===== src/qjrm_pkg.sv =====
package qjrm_pkg;

  // fixed-point format and loop bounds
  localparam int FRAC_BITS         = 28;
  localparam int ESCAPE_ITERATIONS = 10;
  localparam int MARCH_STEPS       = 1024;
  localparam int QUEUE_DEPTH       = 2;

  localparam int STEP_W    = $clog2(MARCH_STEPS + 1);
  localparam int IT_W      = $clog2(ESCAPE_ITERATIONS + 1);
  localparam int LNC_W     = $clog2(FRAC_BITS + 1);
  localparam int DIV_W     = 96;
  localparam int DC_W      = $clog2(DIV_W);
  localparam int CFG_IDX_W = 3;

  // saturation limits and thresholds
  localparam logic signed [63:0] INT64_MAX = 64'sh7fff_ffff_ffff_ffff;
  localparam logic signed [63:0] ONE_F     = 64'sd1 <<< FRAC_BITS;
  localparam logic signed [63:0] QLIM      = (64'sd1 <<< (FRAC_BITS + 8)) - 64'sd1;
  localparam logic signed [63:0] DLIM      = (64'sd1 <<< 61) - 64'sd1;
  localparam logic signed [63:0] POS_LIM   = INT64_MAX >>> 2;
  localparam logic signed [63:0] DCAP      = 64'sd16 <<< FRAC_BITS;
  localparam logic signed [63:0] ESC_LIMIT = 64'sd10 <<< FRAC_BITS;
  localparam logic signed [63:0] MAX_DIST  = 64'sd10 <<< FRAC_BITS;
  localparam logic signed [63:0] LN2_Q32   = 64'sd2977044472;

  // register reset values
  localparam logic signed [31:0] RST_C_W   = -32'sd53687091;
  localparam logic signed [31:0] RST_C_X   = 32'sd161061274;
  localparam logic signed [31:0] RST_C_Y   = 32'sd53687091;
  localparam logic signed [31:0] RST_C_Z   = 32'sd53687091;
  localparam logic signed [31:0] RST_EYE_X = 32'sd0;
  localparam logic signed [31:0] RST_EYE_Y = 32'sd0;
  localparam logic signed [31:0] RST_EYE_Z = 32'sd563714458;
  localparam logic [30:0]        RST_HIT_D = 31'd268435;

  typedef enum logic [CFG_IDX_W-1:0] {
    REG_C_W, REG_C_X, REG_C_Y, REG_C_Z,
    REG_EYE_X, REG_EYE_Y, REG_EYE_Z, REG_HIT_DISTANCE
  } cfg_reg_t;

  // multiplier operation: picks the result shift and saturation limit
  typedef enum logic [2:0] {
    MUL_POS, MUL_DQ, MUL_Q, MUL_QD, MUL_SQ, MUL_LN, MUL_NUM, MUL_RAW
  } mul_op_t;

  typedef struct packed {
    logic signed [31:0] c_w;
    logic signed [31:0] c_x;
    logic signed [31:0] c_y;
    logic signed [31:0] c_z;
    logic signed [31:0] eye_x;
    logic signed [31:0] eye_y;
    logic signed [31:0] eye_z;
    logic [30:0]        hit_distance;
  } cfg_t;

  typedef struct packed {
    logic signed [31:0] dir_x;
    logic signed [31:0] dir_y;
    logic signed [31:0] dir_z;
  } ray_t;

  // magnitude of a signed word as unsigned
  function automatic logic [63:0] mag64(input logic signed [63:0] a);
    mag64 = a[63] ? (64'd0 - a) : a;
  endfunction

  function automatic logic signed [63:0] sat64(input logic signed [63:0] v,
                                                input logic signed [63:0] lim);
    if (v > lim) sat64 = lim;
    else if (v < -lim) sat64 = -lim;
    else sat64 = v;
  endfunction

  function automatic logic signed [31:0] sat32(input logic signed [63:0] v);
    if (v > 64'sh0000_0000_7fff_ffff) sat32 = 32'sh7fff_ffff;
    else if (v < -64'sh0000_0000_8000_0000) sat32 = 32'sh8000_0000;
    else sat32 = v[31:0];
  endfunction

  // quaternion product sign: term j of component i enters negated
  function automatic logic qneg(input logic [1:0] i, input logic [1:0] j);
    qneg = ((i == 2'd0) && (j != 2'd0)) || ((i == 2'd1) && (j == 2'd3)) ||
           ((i == 2'd2) && (j == 2'd1)) || ((i == 2'd3) && (j == 2'd2));
  endfunction

endpackage


===== src/qjrm_if.sv =====
interface qjrm_ray_if;
  logic               valid;
  logic               ready;
  logic signed [31:0] dir_x;
  logic signed [31:0] dir_y;
  logic signed [31:0] dir_z;
  modport source (output valid, dir_x, dir_y, dir_z, input ready);
  modport sink (input valid, dir_x, dir_y, dir_z, output ready);
endinterface



===== src/qjrm_front.sv =====
module qjrm_front (
  input  logic           clk,
  input  logic           rst,
  qjrm_ray_if.sink       ray,
  input  logic           pop,
  output qjrm_pkg::ray_t head,
  output logic           head_valid
);
  import qjrm_pkg::*;

  localparam int PTR_W = (QUEUE_DEPTH > 1) ? $clog2(QUEUE_DEPTH) : 1;
  localparam int CNT_W = $clog2(QUEUE_DEPTH + 1);

  ray_t             slots [QUEUE_DEPTH];
  logic [PTR_W-1:0] wp;
  logic [PTR_W-1:0] rp;
  logic [CNT_W-1:0] cnt;
  logic             push;

  // queue status
  assign ray.ready  = (cnt != CNT_W'(QUEUE_DEPTH));
  assign push       = ray.valid && ray.ready;
  assign head       = slots[rp];
  assign head_valid = (cnt != '0);

  // ray queue between intake and marcher
  always_ff @(posedge clk) begin
    if (rst) begin
      wp  <= '0;
      rp  <= '0;
      cnt <= '0;
    end else begin
      if (push) begin
        slots[wp] <= '{dir_x: ray.dir_x, dir_y: ray.dir_y, dir_z: ray.dir_z};
        wp <= (wp == PTR_W'(QUEUE_DEPTH - 1)) ? '0 : wp + 1'b1;
      end
      if (pop) begin
        rp <= (rp == PTR_W'(QUEUE_DEPTH - 1)) ? '0 : rp + 1'b1;
      end
      if (push && !pop) cnt <= cnt + 1'b1;
      else if (pop && !push) cnt <= cnt - 1'b1;
    end
  end

endmodule


===== src/flat_wrapper.sv =====
// flat-port wrapper written by rule: the top's interface ports become plain ports
module qjrm_front_flat import qjrm_pkg::*;
  (clk, rst, pop, head, head_valid, ray_valid, ray_dir_x, ray_dir_y, ray_dir_z, ray_ready);
  qjrm_ray_if ray_i ();
  input  logic clk;
  input  logic rst;
  input  logic pop;
  output qjrm_pkg::ray_t head;
  output logic head_valid;
  input wire logic [$bits(ray_i.valid)-1:0] ray_valid;
  input wire logic [$bits(ray_i.dir_x)-1:0] ray_dir_x;
  input wire logic [$bits(ray_i.dir_y)-1:0] ray_dir_y;
  input wire logic [$bits(ray_i.dir_z)-1:0] ray_dir_z;
  output wire logic [$bits(ray_i.ready)-1:0] ray_ready;
  assign ray_i.valid = ray_valid;
  assign ray_i.dir_x = ray_dir_x;
  assign ray_i.dir_y = ray_dir_y;
  assign ray_i.dir_z = ray_dir_z;
  assign ray_ready = ray_i.ready;
  qjrm_front u_core (.clk(clk), .rst(rst), .ray(ray_i), .pop(pop), .head(head), .head_valid(head_valid));
endmodule

===== config.mk =====
export PLATFORM = sky130hd
export DESIGN_NAME = qjrm_front_flat
export DESIGN_NICKNAME = d
export VERILOG_FILES = /design/src/qjrm_pkg.sv /design/src/qjrm_if.sv /design/src/qjrm_front.sv /design/src/flat_wrapper.sv
export SDC_FILE = /design/constraint.sdc
export NUM_CORES = 1
export LEC_CHECK = 0
export ABC_AREA = 1
export BUFFER_PORTS_ARGS = -buffer_cell sky130_fd_sc_hd__buf_2
export CORE_AREA = 2 2 131 133
export CTS_BUF_LIST = sky130_fd_sc_hd__clkbuf_4
export DETAILED_ROUTE_END_ITERATION = 10
export DIE_AREA = 0 0 133 135
export PLACE_DENSITY = 0.68
export SYNTH_ARGS = -nofsm -noshare
export SYNTH_HDL_FRONTEND = slang
export SYNTH_SLANG_ARGS = --single-unit

===== constraint.sdc =====
create_clock -name clk -period 12.2 [get_ports clk]
set_clock_uncertainty 0.2 [all_clocks]
set_input_delay 3.66 -clock clk [delete_from_list [all_inputs] [get_ports clk]]
set_output_delay 3.66 -clock clk [all_outputs]
set_load 0.005 [all_outputs]

---- Word-level counts from Yosys, hierarchy flattened ----
Memory sizes are Yosys's and may differ from the RTL's. A register that Yosys moved wholly into a read port is not among the register bits.
Index checks and enable logic that the tools add are counted.
operators by class
  equal/unequal tests ..................... 1
  muxes and demuxes ....................... 9
  add/sub/neg operators ................... 4
  reduce and logical (&&, ||, !) cells .... 7
operator list
  kind                   count
  $mux W1                7
  $mux W2                2
  $reduce_bool A2 Y1     2
  $logic_and A1 B1 Y1    3
  $add A1 B1 Y1 const B  2
  $add A2 B1 Y2 const B  1
  $logic_not A1 Y1       2
  $ne A2 B2 Y1 const B   1
  $sub A2 B1 Y2 const B  1
storage, ports and cells
  register bits ........................... 4
  memories kept ........................... 1
  output and inout bits ................... 98
  logic and storage cells ................. 25
  input bits .............................. 100
  RAM bits ................................ 192
memories
  name          depth  bits a word  read ports  clocked after Yosys merged registers in  write ports  line              source
  u_core.slots  2      96           1           1                                        1            qjrm_front.sv:14  ray_t slots [QUEUE_DEPTH];

---- Longest topological paths before layout ----
Gate-level depths: netlist of the first run.
  depth after elaboration ................. 6
  depth in mapped cells ................... 11
  mapped depth without buffers ............ 11

---- Worst setup path before layout of the first run ----
No wires, ideal clock.
  path kind ............................... input to register
  from .................................... input port ray_valid
  to ...................................... memory u_core.slots[1][0] in the netlist's numbering (enable)
  setup time .............................. 668 ps
  data required time ...................... 11332 ps
  stages .................................. 2
  path slack .............................. 1106 ps
  buffers on the path ..................... 0
  arrival ................................. 10226 ps
  path through ............................ nand2_1 nor3_1
on the way
  word-level cells in the longest chain between the ends .. 4
RTL lines
  what                           line                source
  from (decl)                    flat_wrapper.sv:10  input wire logic [$bits(ray_i.valid)-1:0] ray_valid;
  $logic_and A1 B1 Y1            qjrm_front.sv:22    assign push = ray.valid && ray.ready;
  $mux W1                        qjrm_front.sv:33    if (push) begin
  $mux W1                        qjrm_front.sv:28    if (rst) begin
  $mux W1 (implied by the code)  qjrm_front.sv:34    slots[wp] <= '{dir_x: ray.dir_x, dir_y: ray.dir_y, dir_z: ray.dir_z};
  to (decl)                      qjrm_front.sv:14
No other way between the ends.

==> results_tabular.tex, run 1 <==
\begin{tabular}{lr}
\hline
Metric & Value \\
\hline
\multicolumn{2}{l}{\textbf{Power}} \\
Power consumption & 1.277 mW \\
Static leakage power & 3.350 nW \\
Peak VDD IR & 0.09386 mV \\
PwrDens & 144.5 mW/mm² \\
\multicolumn{2}{l}{\textbf{Yosys}} \\
Average instance area after synthesis & 22.05 µm² \\
Net count of the mapped netlist & 435 \\
Total number of yosys warnings & 0 \\
Flop and latch count out of synthesis & 197 \\
Cell count after synthesis & 334 \\
Mapped cell area & 0.007363 mm² \\
Number of library cell types mapped by synthesis & 18 \\
Sequential fraction of the synthesis area & 79.66\% \\
\multicolumn{2}{l}{\textbf{Detailed routing}} \\
Sum of routed wire length over all layers & 12940 µm \\
Via/cell ratio & 4.753 \\
Residual antenna-violating net count after detailed routing & 0 \\
Total number of vias & 3693 \\
DRC violation count after routing & 0 \\
Detail-routed net length per standard cell & 16.66 µm \\
Count of routing violations after the opening detailed-route iteration & 248 \\
Number of detailed-route iterations in the first pass & 4 \\
\multicolumn{2}{l}{\textbf{Worst setup path}} \\
Origin of the critical flop-to-flop path & u\_core.cnt[0] \\
Maximum fanout along the worst path & 53 \\
Required time reported for the critical path endpoint & 8.34 ns \\
Startpoint-to-endpoint class of the critical path & reg2out \\
Reg2Reg Setup Slack & 10.13 ns \\
Worst Setup End Kind & output port \\
Largest stage delay on the critical path & 0.77 ns \\
Worst path top cell family by delay & buffers and inverters \\
CP bufs+invs & 2 \\
Endpoint of the worst-slack reg-to-reg timing path & u\_core.slots[0][48] \\
Startpoint type of the worst setup path & flip-flop \\
Critical path cell sequence & buf\_4 > mux2\_2 > buf\_2 \\
Slowest-stage cell, CP & sky130\_fd\_sc\_hd\_\_buf\_4 \\
R2r worst-path depth & 7 \\
Arrival time of the worst setup path & 2.67 ns \\
\multicolumn{2}{l}{\textbf{STA}} \\
Fin crit share & 53.54\% \\
Worst Tran Pin Value & 0.8736 ns \\
Clock period minus worst slack & 6.532 ns \\
Hold slack & 0.2875 ns \\
Number of hold violations in the final report & 0 \\
Slew Limit Fails & 0 \\
Worst relative slew slack & 41.76\% \\
Post-route setup TNS & 0 ns \\
Setup violators final & 0 \\
Unrepaired setup endpoints after global routing & false \\
Worst Setup Slack, final & 5.668 ns \\
Top achievable clock speed & 0.1531 GHz \\
\multicolumn{2}{l}{\textbf{Floorplanning}} \\
Die Span Y & 135 µm \\
Core area & 0.01641 mm² \\
FP Rows & 47 \\
Effective utilization at floorplan & 44.88\% \\
I/O pin total & 198 \\
Die outline area & 0.01796 mm² \\
Horizontal die dimension & 133 µm \\
\multicolumn{2}{l}{\textbf{Layout}} \\
Most common cell after layout, fill and taps aside & sky130\_fd\_sc\_hd\_\_buf\_2 \\
Leading cell types in the layout, fill and taps excluded & 197 x sky130\_fd\_sc\_hd\_\_buf\_2, 192 x sky130\_fd\_sc\_hd\_\_edfxtp\_1, 56 x sky130\_fd\_sc\_hd\_\_mux2\_2 \\
Post-route design area & 0.008835 mm² \\
Layout cell share with drive strength beyond 1 & 58.99\% \\
Layout area overhead & 19.98\% \\
Count of nets after finishing & 645 \\
Filler cell count in the final layout & 1334 \\
\multicolumn{2}{l}{\textbf{Clocking}} \\
CTS Hold Bufs & 0 \\
Maximum count of clock buffers along a single path & 2 \\
CTS HTree Levels & 4 \\
CTS Root Cell & sky130\_fd\_sc\_hd\_\_clkbuf\_4 \\
CTS tree & done \\
Sink Count & 197 \\
Clock transition at path regs & 0.14 ns \\
Number of buffers added for setup after CTS & 0 \\
Num CTS Buffers & 17 \\
Post-cts sizing count & 0 \\
Later-pin clock latency in the skew report & 0.54 ns \\
\multicolumn{2}{l}{\textbf{Hold path}} \\
End point of the most critical hold path & u\_core.wp \\
Worst min-delay path class & reg2reg \\
Startpoint of the lowest-slack hold path & u\_core.wp \\
Instance count along the most critical hold path & 2 \\
\multicolumn{2}{l}{\textbf{Status}} \\
Result of the run & finished, final reports clean \\
\multicolumn{2}{l}{\textbf{Global route}} \\
Vias in the first global route & 3950 \\
Total Routing Usage GR & 14.56\% \\
Maximum number of pins on one net before global-route repair & 54 \\
Gr ovfl total & 0 \\
Wire length of the first global-routing pass & 19760 µm \\
Antenna violations before repair & 1 \\
\multicolumn{2}{l}{\textbf{Placed design}} \\
Pre-CTS worst setup slack & 6.177 ns \\
Gp weighted congestion & 0.7412 \\
Placed instance area & 0.008547 mm² \\
Final HPWL from detailed placement & 8815 µm \\
Count of port buffers added during placement & 197 \\
\multicolumn{2}{l}{\textbf{Flow run}} \\
MaxCap Viol Count & 0 \\
\hline
\end{tabular}
where the power goes:
group	switching, mW	total (mW)	internal (mW)
sequential	0.0137	0.793	0.779
combinational	0.0652	0.142	0.0765
clock	0.196	0.342	0.146
logic make-up after synthesis:
logic type | synth area share [%]
compound gates | 0.2038
xor+xnor | 0.1190
fa+ha+maj | 0.1699
buf+inv | 2.243
flops | 79.66
mux | 16.72
simple gates | 0.8834
registers in the layout (all words and copies together), names as in the netlist, named ones only:
| register | count |
|---|---|
| u_core.cnt | 2 |
| u_core.rp | 1 |
| u_core.slots | 192 |
| u_core.wp | 1 |
tightest hold or removal path: stages, from the launching register on:
cell	delay, ns
sky130_fd_sc_hd__dfxtp_1	0.34
sky130_fd_sc_hd__nand2_1	0.06
sky130_fd_sc_hd__a21oi_1	0.06
metrics by stage:
step / instances / utilization [%]
after floorplan: 334 / -
after global placement: 745 / 52.09
after detailed placement: 745 / 52.09
after CTS: 776 / 53.83
after global routing: 776 / 53.83
final: 777 / 53.85
per-layer routing:
layer  GRT usage [%]  vias up  routed length, µm
met2           25.16      163               6461
li1                -     1728                  -
met5               0        -                  0
met1           15.93     1787               5041
met4           5.137        0                175
met3           6.607       15               1263
worst max path at each step:
stage / from / to / slack, ns / cells after the start
2_1_floorplan: ray_valid / u_core.slots[1][0] / 1.11 / 2
5_1_grt: flip-flop / head[82] / 5.43 / 3
3_5_place_dp: flip-flop / head[82] / 6.18 / 3
3_3_place_gp: flip-flop / head[84] / 6.24 / 3
6_report: flip-flop / head[77] / 5.67 / 3
4_1_cts: flip-flop / head[82] / 5.53 / 3
area by class of cell:
type | instances | area, µm² | share of cell area (%)
sequential | 197 | 5869 | 66.44
timing repair buffer | 202 | 1023 | 11.58
tap | 220 | 275.3 | 3.116
clock inverter | 11 | 135.1 | 1.530
multi-input combinational | 117 | 1345 | 15.22
clock buffer | 20 | 150.1 | 1.699
inverter | 9 | 33.78 | 0.3824
antenna | 1 | 2.502 | 0.02832
cells in the mapped netlist, drive strengths merged:
cell | instances | share of area [%]
nand2 | 9 | 0.46
dfxtp | 5 | 1.4
edfxtp | 192 | 78
nor3 | 1 | 0.068
nor2 | 4 | 0.20
mux2 | 96 | 17
ha | 1 | 0.17
a21oi | 2 | 0.14
xnor2 | 1 | 0.12
nand3 | 1 | 0.068
o21ai | 1 | 0.068
inv | 9 | 0.46
buf | 11 | 1.8
nand4 | 1 | 0.085
Note: power is estimated with default switching activity, not from simulation.
==> run 2: changes to the inputs <==
==> constraint.sdc (replaced) <==
create_clock -name clk -period 6.16 [get_ports clk]
set_clock_uncertainty 0.2 [all_clocks]
set_input_delay 1.848 -clock clk [delete_from_list [all_inputs] [get_ports clk]]
set_output_delay 1.848 -clock clk [all_outputs]
set_load 0.005 [all_outputs]
==> run 2 against run 1 <==
Highest routed layer is now met5. Register-to-register slack got worse by 6.7 ns. Final cell count decreased by 0.26%. Count of clock-buffer cells in the layout decreased by 1. Combinational power increased by 98%. Clock power increased by 98%. Setup slack got worse by 4.1 ns. Wire length increased by 1.9%.
==> results_tabular.tex, run 2 (synthesis gave the netlist of run 1 again) <==
\begin{tabular}{lr}
\hline
Metric & Value \\
\hline
\multicolumn{2}{l}{\textbf{Layout}} \\
Layout area overhead & 20.31\% \\
Post-layout instance count excluding filler cells & 775 \\
Final antenna diode count & 0 \\
Layout cell share with drive strength beyond 1 & 59.64\% \\
Most common cell after layout, fill and taps aside & sky130\_fd\_sc\_hd\_\_buf\_2 \\
Leading cell types in the layout, fill and taps excluded & 197 x sky130\_fd\_sc\_hd\_\_buf\_2, 192 x sky130\_fd\_sc\_hd\_\_edfxtp\_1, 56 x sky130\_fd\_sc\_hd\_\_mux2\_2 \\
Filler cell count in the final layout & 1323 \\
Largest registers in the final layout & u\_core.slots (192), u\_core.cnt (2) \\
Combined flip-flop and latch cell area & 0.005869 mm² \\
Flip-flop count of the largest register, all copies and words added & 192 \\
Largest register by flop count & u\_core.slots \\
Area taken by multi-input logic gates & 0.001351 mm² \\
Count of nets after finishing & 644 \\
\multicolumn{2}{l}{\textbf{Hold path}} \\
Worst min-delay path class & reg2reg \\
\multicolumn{2}{l}{\textbf{Detailed routing}} \\
Total number of vias & 3692 \\
Number of detailed-route iterations in the first pass & 4 \\
Detail-routed net length per standard cell & 17.01 µm \\
DRC violation count after routing & 0 \\
Sum of routed wire length over all layers & 13190 µm \\
Residual antenna-violating net count after detailed routing & 0 \\
Via/cell ratio & 4.764 \\
Count of routing violations after the opening detailed-route iteration & 244 \\
\multicolumn{2}{l}{\textbf{Floorplanning}} \\
FP Rows & 47 \\
Die outline area & 0.01796 mm² \\
Core area & 0.01641 mm² \\
Effective utilization at floorplan & 44.88\% \\
Die Span Y & 135 µm \\
I/O pin total & 198 \\
Horizontal die dimension & 133 µm \\
\multicolumn{2}{l}{\textbf{Power}} \\
Power consumption & 2.535 mW \\
Peak VDD IR & 0.1934 mV \\
Static leakage power & 3.358 nW \\
PwrDens & 286.2 mW/mm² \\
\multicolumn{2}{l}{\textbf{Worst setup path}} \\
Arrival time of the worst setup path & 2.57 ns \\
Startpoint-to-endpoint class of the critical path & reg2out \\
Required time reported for the critical path endpoint & 4.11 ns \\
Startpoint type of the worst setup path & flip-flop \\
Maximum fanout along the worst path & 66 \\
Worst Setup End Kind & output port \\
\multicolumn{2}{l}{\textbf{STA}} \\
Top achievable clock speed & 0.2164 GHz \\
Worst Tran Pin Value & 1.053 ns \\
Clock period minus worst slack & 4.620 ns \\
Worst relative slew slack & 29.82\% \\
Slew Limit Fails & 0 \\
Unrepaired setup endpoints after global routing & false \\
Post-route setup TNS & 0 ns \\
Number of hold violations in the final report & 0 \\
Fin crit share & 75.00\% \\
Setup violators final & 0 \\
\multicolumn{2}{l}{\textbf{Clocking}} \\
CTS HTree Levels & 4 \\
Num CTS Buffers & 17 \\
Number of buffers added for setup after CTS & 0 \\
CTS Hold Bufs & 0 \\
Sink Count & 197 \\
Post-cts sizing count & 0 \\
Maximum count of clock buffers along a single path & 2 \\
CTS Root Cell & sky130\_fd\_sc\_hd\_\_clkbuf\_4 \\
Clock transition at path regs & 0.14 ns \\
CTS tree & done \\
Later-pin clock latency in the skew report & 0.54 ns \\
\multicolumn{2}{l}{\textbf{Global route}} \\
Gr ovfl total & 0 \\
Maximum number of pins on one net before global-route repair & 80 \\
Vias in the first global route & 4003 \\
Total Routing Usage GR & 14.84\% \\
Antenna violations before repair & 1 \\
Wire length of the first global-routing pass & 20100 µm \\
\multicolumn{2}{l}{\textbf{Placed design}} \\
Count of port buffers added during placement & 197 \\
Gp weighted congestion & 0.7299 \\
Number of placed cells counting well taps & 744 \\
Final HPWL from detailed placement & 8722 µm \\
\multicolumn{2}{l}{\textbf{Flow run}} \\
MaxCap Viol Count & 0 \\
\multicolumn{2}{l}{\textbf{Status}} \\
Result of the run & finished, final reports clean \\
\hline
\end{tabular}
-- run 2: through the flow --
stage / cell area (µm²) / utilization [%] / setup WS, ns / hold slack (ns)
5_1_grt: 8859 / 53.99 / 1.340 / 0.3072
4_1_cts: 8859 / 53.99 / 1.441 / 0.2879
6_report: 8859 / 53.99 / 1.540 / 0.2870
2_1_floorplan: 7377 / - / 0.9360 / 0.2393
3_3_place_gp: 8571 / 52.24 / 2.078 / 0.2529
3_5_place_dp: 8571 / 52.24 / 2.037 / 0.2686
-- run 2: critical path, cell delays in order, from the launching register on --
cell	delay (ns)
sky130_fd_sc_hd__dfxtp_4	1.07
sky130_fd_sc_hd__buf_4	0.43
sky130_fd_sc_hd__mux2_2	0.37
sky130_fd_sc_hd__buf_2	0.13
-- run 2: final timing paths --
kind / from / end / depth (start not counted) / slack [ns]
min reg2reg: u_core.wp / u_core.wp / 2 / 0.29
max: flip-flop / head[76] / 3 / 1.54
min: u_core.wp / u_core.wp / 2 / 0.29
max reg2reg: u_core.cnt[0] / u_core.slots[0][92] / 7 / 3.47
-- run 2: layer usage --
| metal | up-vias | track usage, % | routed length, µm |
|---|---|---|---|
| li1 | 1720 | - | - |
| met1 | 1818 | 16.59 | 5228 |
| met3 | 22 | 7.095 | 1225 |
| met5 | - | 0 | 11 |
| met2 | 130 | 25.33 | 6553 |
| met4 | 2 | 4.480 | 168 |
-- run 2: layout make-up --
type                    count  area share [%]
flip-flops and latches    197           66.26
clock inverters            12           1.638
clock buffers              19           1.610
repair buffers            201           11.75
well taps                 220           3.107
multi-input cells         117           15.25
inverters                   9          0.3814
-- run 2: where the power goes --
part	switching [mW]	leakage, nW	internal (mW)
logic	0.126	1.40	0.154
registers	0.0344	1.80	1.54
clock network	0.420	0.156	0.257
==> run 3: changes to the inputs <==
--- a/config.mk
+++ b/config.mk
@@ -11,7 +11,7 @@
 export CTS_BUF_LIST = sky130_fd_sc_hd__clkbuf_4
 export DETAILED_ROUTE_END_ITERATION = 10
 export DIE_AREA = 0 0 133 135
-export PLACE_DENSITY = 0.68
+export PLACE_DENSITY = 0.71
 export SYNTH_ARGS = -nofsm -noshare
 export SYNTH_HDL_FRONTEND = slang
 export SYNTH_SLANG_ARGS = --single-unit
==> constraint.sdc (replaced) <==
create_clock -name clk -period 4 [get_ports clk]
set_clock_uncertainty 0.2 [all_clocks]
set_input_delay 1.2 -clock clk [delete_from_list [all_inputs] [get_ports clk]]
set_output_delay 1.2 -clock clk [all_outputs]
set_load 0.005 [all_outputs]
==> run 3 against run 2 <==
Via count down 0.73%. Wire length down 2.3%. Final cell count up 0.26%. Largest cell class unchanged. Highest routed layer unchanged.
==> results_tabular.tex, run 3 (synthesis gave the netlist of run 1 again) <==
\begin{tabular}{lr}
\hline
Metric & Value \\
\hline
\multicolumn{2}{l}{\textbf{Power}} \\
PwrDens & 437.9 mW/mm² \\
Static leakage power & 3.359 nW \\
Peak VDD IR & 0.3039 mV \\
\multicolumn{2}{l}{\textbf{Layout}} \\
Final antenna diode count & 0 \\
Flip-flop count of the largest register, all copies and words added & 192 \\
Largest register by flop count & u\_core.slots \\
Layout cell share with drive strength beyond 1 & 59.78\% \\
Leading cell types in the layout, fill and taps excluded & 197 x sky130\_fd\_sc\_hd\_\_buf\_2, 192 x sky130\_fd\_sc\_hd\_\_edfxtp\_1, 56 x sky130\_fd\_sc\_hd\_\_mux2\_2 \\
Post-layout instance count excluding filler cells & 777 \\
Largest registers in the final layout & u\_core.slots (192), u\_core.cnt (2) \\
Most common cell after layout, fill and taps aside & sky130\_fd\_sc\_hd\_\_buf\_2 \\
Layout area overhead & 20.49\% \\
Count of nets after finishing & 645 \\
\multicolumn{2}{l}{\textbf{Worst setup path}} \\
Required time reported for the critical path endpoint & 2.60 ns \\
Critical path cell sequence & buf\_4 > mux2\_2 > buf\_2 \\
Startpoint-to-endpoint class of the critical path & reg2out \\
R2r worst-path depth & 5 \\
Worst Setup End Kind & output port \\
Origin of the critical flop-to-flop path & u\_core.cnt[0] \\
End point of the critical path & head[27] \\
Largest stage delay on the critical path & 0.51 ns \\
Slowest-stage cell, CP & sky130\_fd\_sc\_hd\_\_buf\_4 \\
Arrival time of the worst setup path & 2.02 ns \\
Startpoint type of the worst setup path & flip-flop \\
Maximum fanout along the worst path & 45 \\
Endpoint of the worst-slack reg-to-reg timing path & u\_core.slots[1][74] \\
Reg2Reg Setup Slack & 1.96 ns \\
\multicolumn{2}{l}{\textbf{Floorplanning}} \\
Core area & 0.01641 mm² \\
Die Span Y & 135 µm \\
Effective utilization at floorplan & 44.88\% \\
Horizontal die dimension & 133 µm \\
Die outline area & 0.01796 mm² \\
I/O pin total & 198 \\
FP Rows & 47 \\
\multicolumn{2}{l}{\textbf{Global route}} \\
Maximum number of pins on one net before global-route repair & 97 \\
Antenna violations before repair & 1 \\
Wire length of the first global-routing pass & 19840 µm \\
Total Routing Usage GR & 14.45\% \\
Vias in the first global route & 3896 \\
Gr ovfl total & 0 \\
\multicolumn{2}{l}{\textbf{Clocking}} \\
Number of buffers added for setup after CTS & 0 \\
Sink Count & 197 \\
Later-pin clock latency in the skew report & 0.54 ns \\
CTS Root Cell & sky130\_fd\_sc\_hd\_\_clkbuf\_4 \\
Maximum count of clock buffers along a single path & 2 \\
Num CTS Buffers & 17 \\
Post-cts sizing count & 0 \\
CTS HTree Levels & 4 \\
CTS Hold Bufs & 0 \\
Clock transition at path regs & 0.14 ns \\
CTS tree & done \\
\multicolumn{2}{l}{\textbf{Detailed routing}} \\
Count of routing violations after the opening detailed-route iteration & 163 \\
DRC violation count after routing & 0 \\
Sum of routed wire length over all layers & 12880 µm \\
Number of detailed-route iterations in the first pass & 4 \\
Total number of vias & 3665 \\
Via/cell ratio & 4.717 \\
Detail-routed net length per standard cell & 16.58 µm \\
Residual antenna-violating net count after detailed routing & 0 \\
\multicolumn{2}{l}{\textbf{Placed design}} \\
Pre-CTS worst setup slack & 1.142 ns \\
Gp weighted congestion & 0.7161 \\
Number of placed cells counting well taps & 745 \\
Count of port buffers added during placement & 197 \\
Final HPWL from detailed placement & 8528 µm \\
\multicolumn{2}{l}{\textbf{STA}} \\
Worst Setup Slack, final & 0.5819 ns \\
Slew Limit Fails & 0 \\
Setup violators final & 0 \\
Unrepaired setup endpoints after global routing & false \\
Worst relative slew slack & 53.80\% \\
Worst Tran Pin Value & 0.6931 ns \\
Top achievable clock speed & 0.2926 GHz \\
Number of hold violations in the final report & 0 \\
Fin crit share & 85.45\% \\
Clock period minus worst slack & 3.418 ns \\
\multicolumn{2}{l}{\textbf{Hold path}} \\
Worst min-delay path class & reg2reg \\
\multicolumn{2}{l}{\textbf{Flow run}} \\
MaxCap Viol Count & 0 \\
\multicolumn{2}{l}{\textbf{Status}} \\
Result of the run & finished, final reports clean \\
\hline
\end{tabular}
==> run 3: cell count changes in the layout (fill, tap and decap cells not counted), sizes merged <==
cell / previous run / this run
clkinvlp: 1 / 3
buf: 201 / 202
clkbuf: 19 / 20
inv: 14 / 12
==> run 3: critical path, delay by kind of cell (launching register included) <==
kind,cells,cell delay (ns)
mux,1,0.41
buf+inv,2,0.64
flops,1,0.38
==> run 3: routing by layer <==
metal	global-route usage (%)	wire length [µm]
met2	24.27	6427
met4	4.480	180
met1	17.05	5315
met5	0	13
met3	6.044	945
==> run 3: where the power goes <==
| part | internal [mW] | leakage (nW) | switching [mW] |
|---|---|---|---|
| sequential | 2.38 | 1.80 | 0.0241 |
| clock | 0.393 | 0.148 | 0.631 |
| combinational | 0.239 | 1.41 | 0.221 |
| total | 3.01 | 3.36 | 0.876 |
==> run 3: how the worst min path moves through the flow <==
stage	slack [ns]	end	startpoint	depth (start not counted)
finish	0.30	u_core.wp	u_core.wp	2
global route	0.33	u_core.wp	u_core.wp	2
CTS	0.30	u_core.wp	u_core.wp	2
detailed placement	0.28	u_core.wp	u_core.wp	2
global placement	0.25	u_core.wp	u_core.wp	2
floorplan	0.24	u_core.wp	u_core.wp	2
==> run 3: area by class of cell <==
type                       count  area (µm²)
fill                        1328        7535
inverter                       9       33.78
multi-input combinational    117        1368
sequential                   197        5869
timing repair buffer         202        1049
tap                          220       275.3
clock buffer                  20       150.1
clock inverter                12       127.6
==> run 3: metrics by stage <==
stage / area, µm² / hold slack [ns] / TNS [ns] / power, mW / util, %
global route: 8872 / 0.3318 / 0 / 4.051 / 54.08
detailed placement: 8594 / 0.2841 / 0 / 2.918 / 52.38
global placement: 8594 / 0.2512 / 0 / 2.899 / 52.38
floorplan: 7398 / 0.2373 / -19.37 / 2.725 / -
CTS: 8872 / 0.3030 / 0 / 3.936 / 54.08
finish: 8872 / 0.3014 / 0 / 3.885 / 54.08
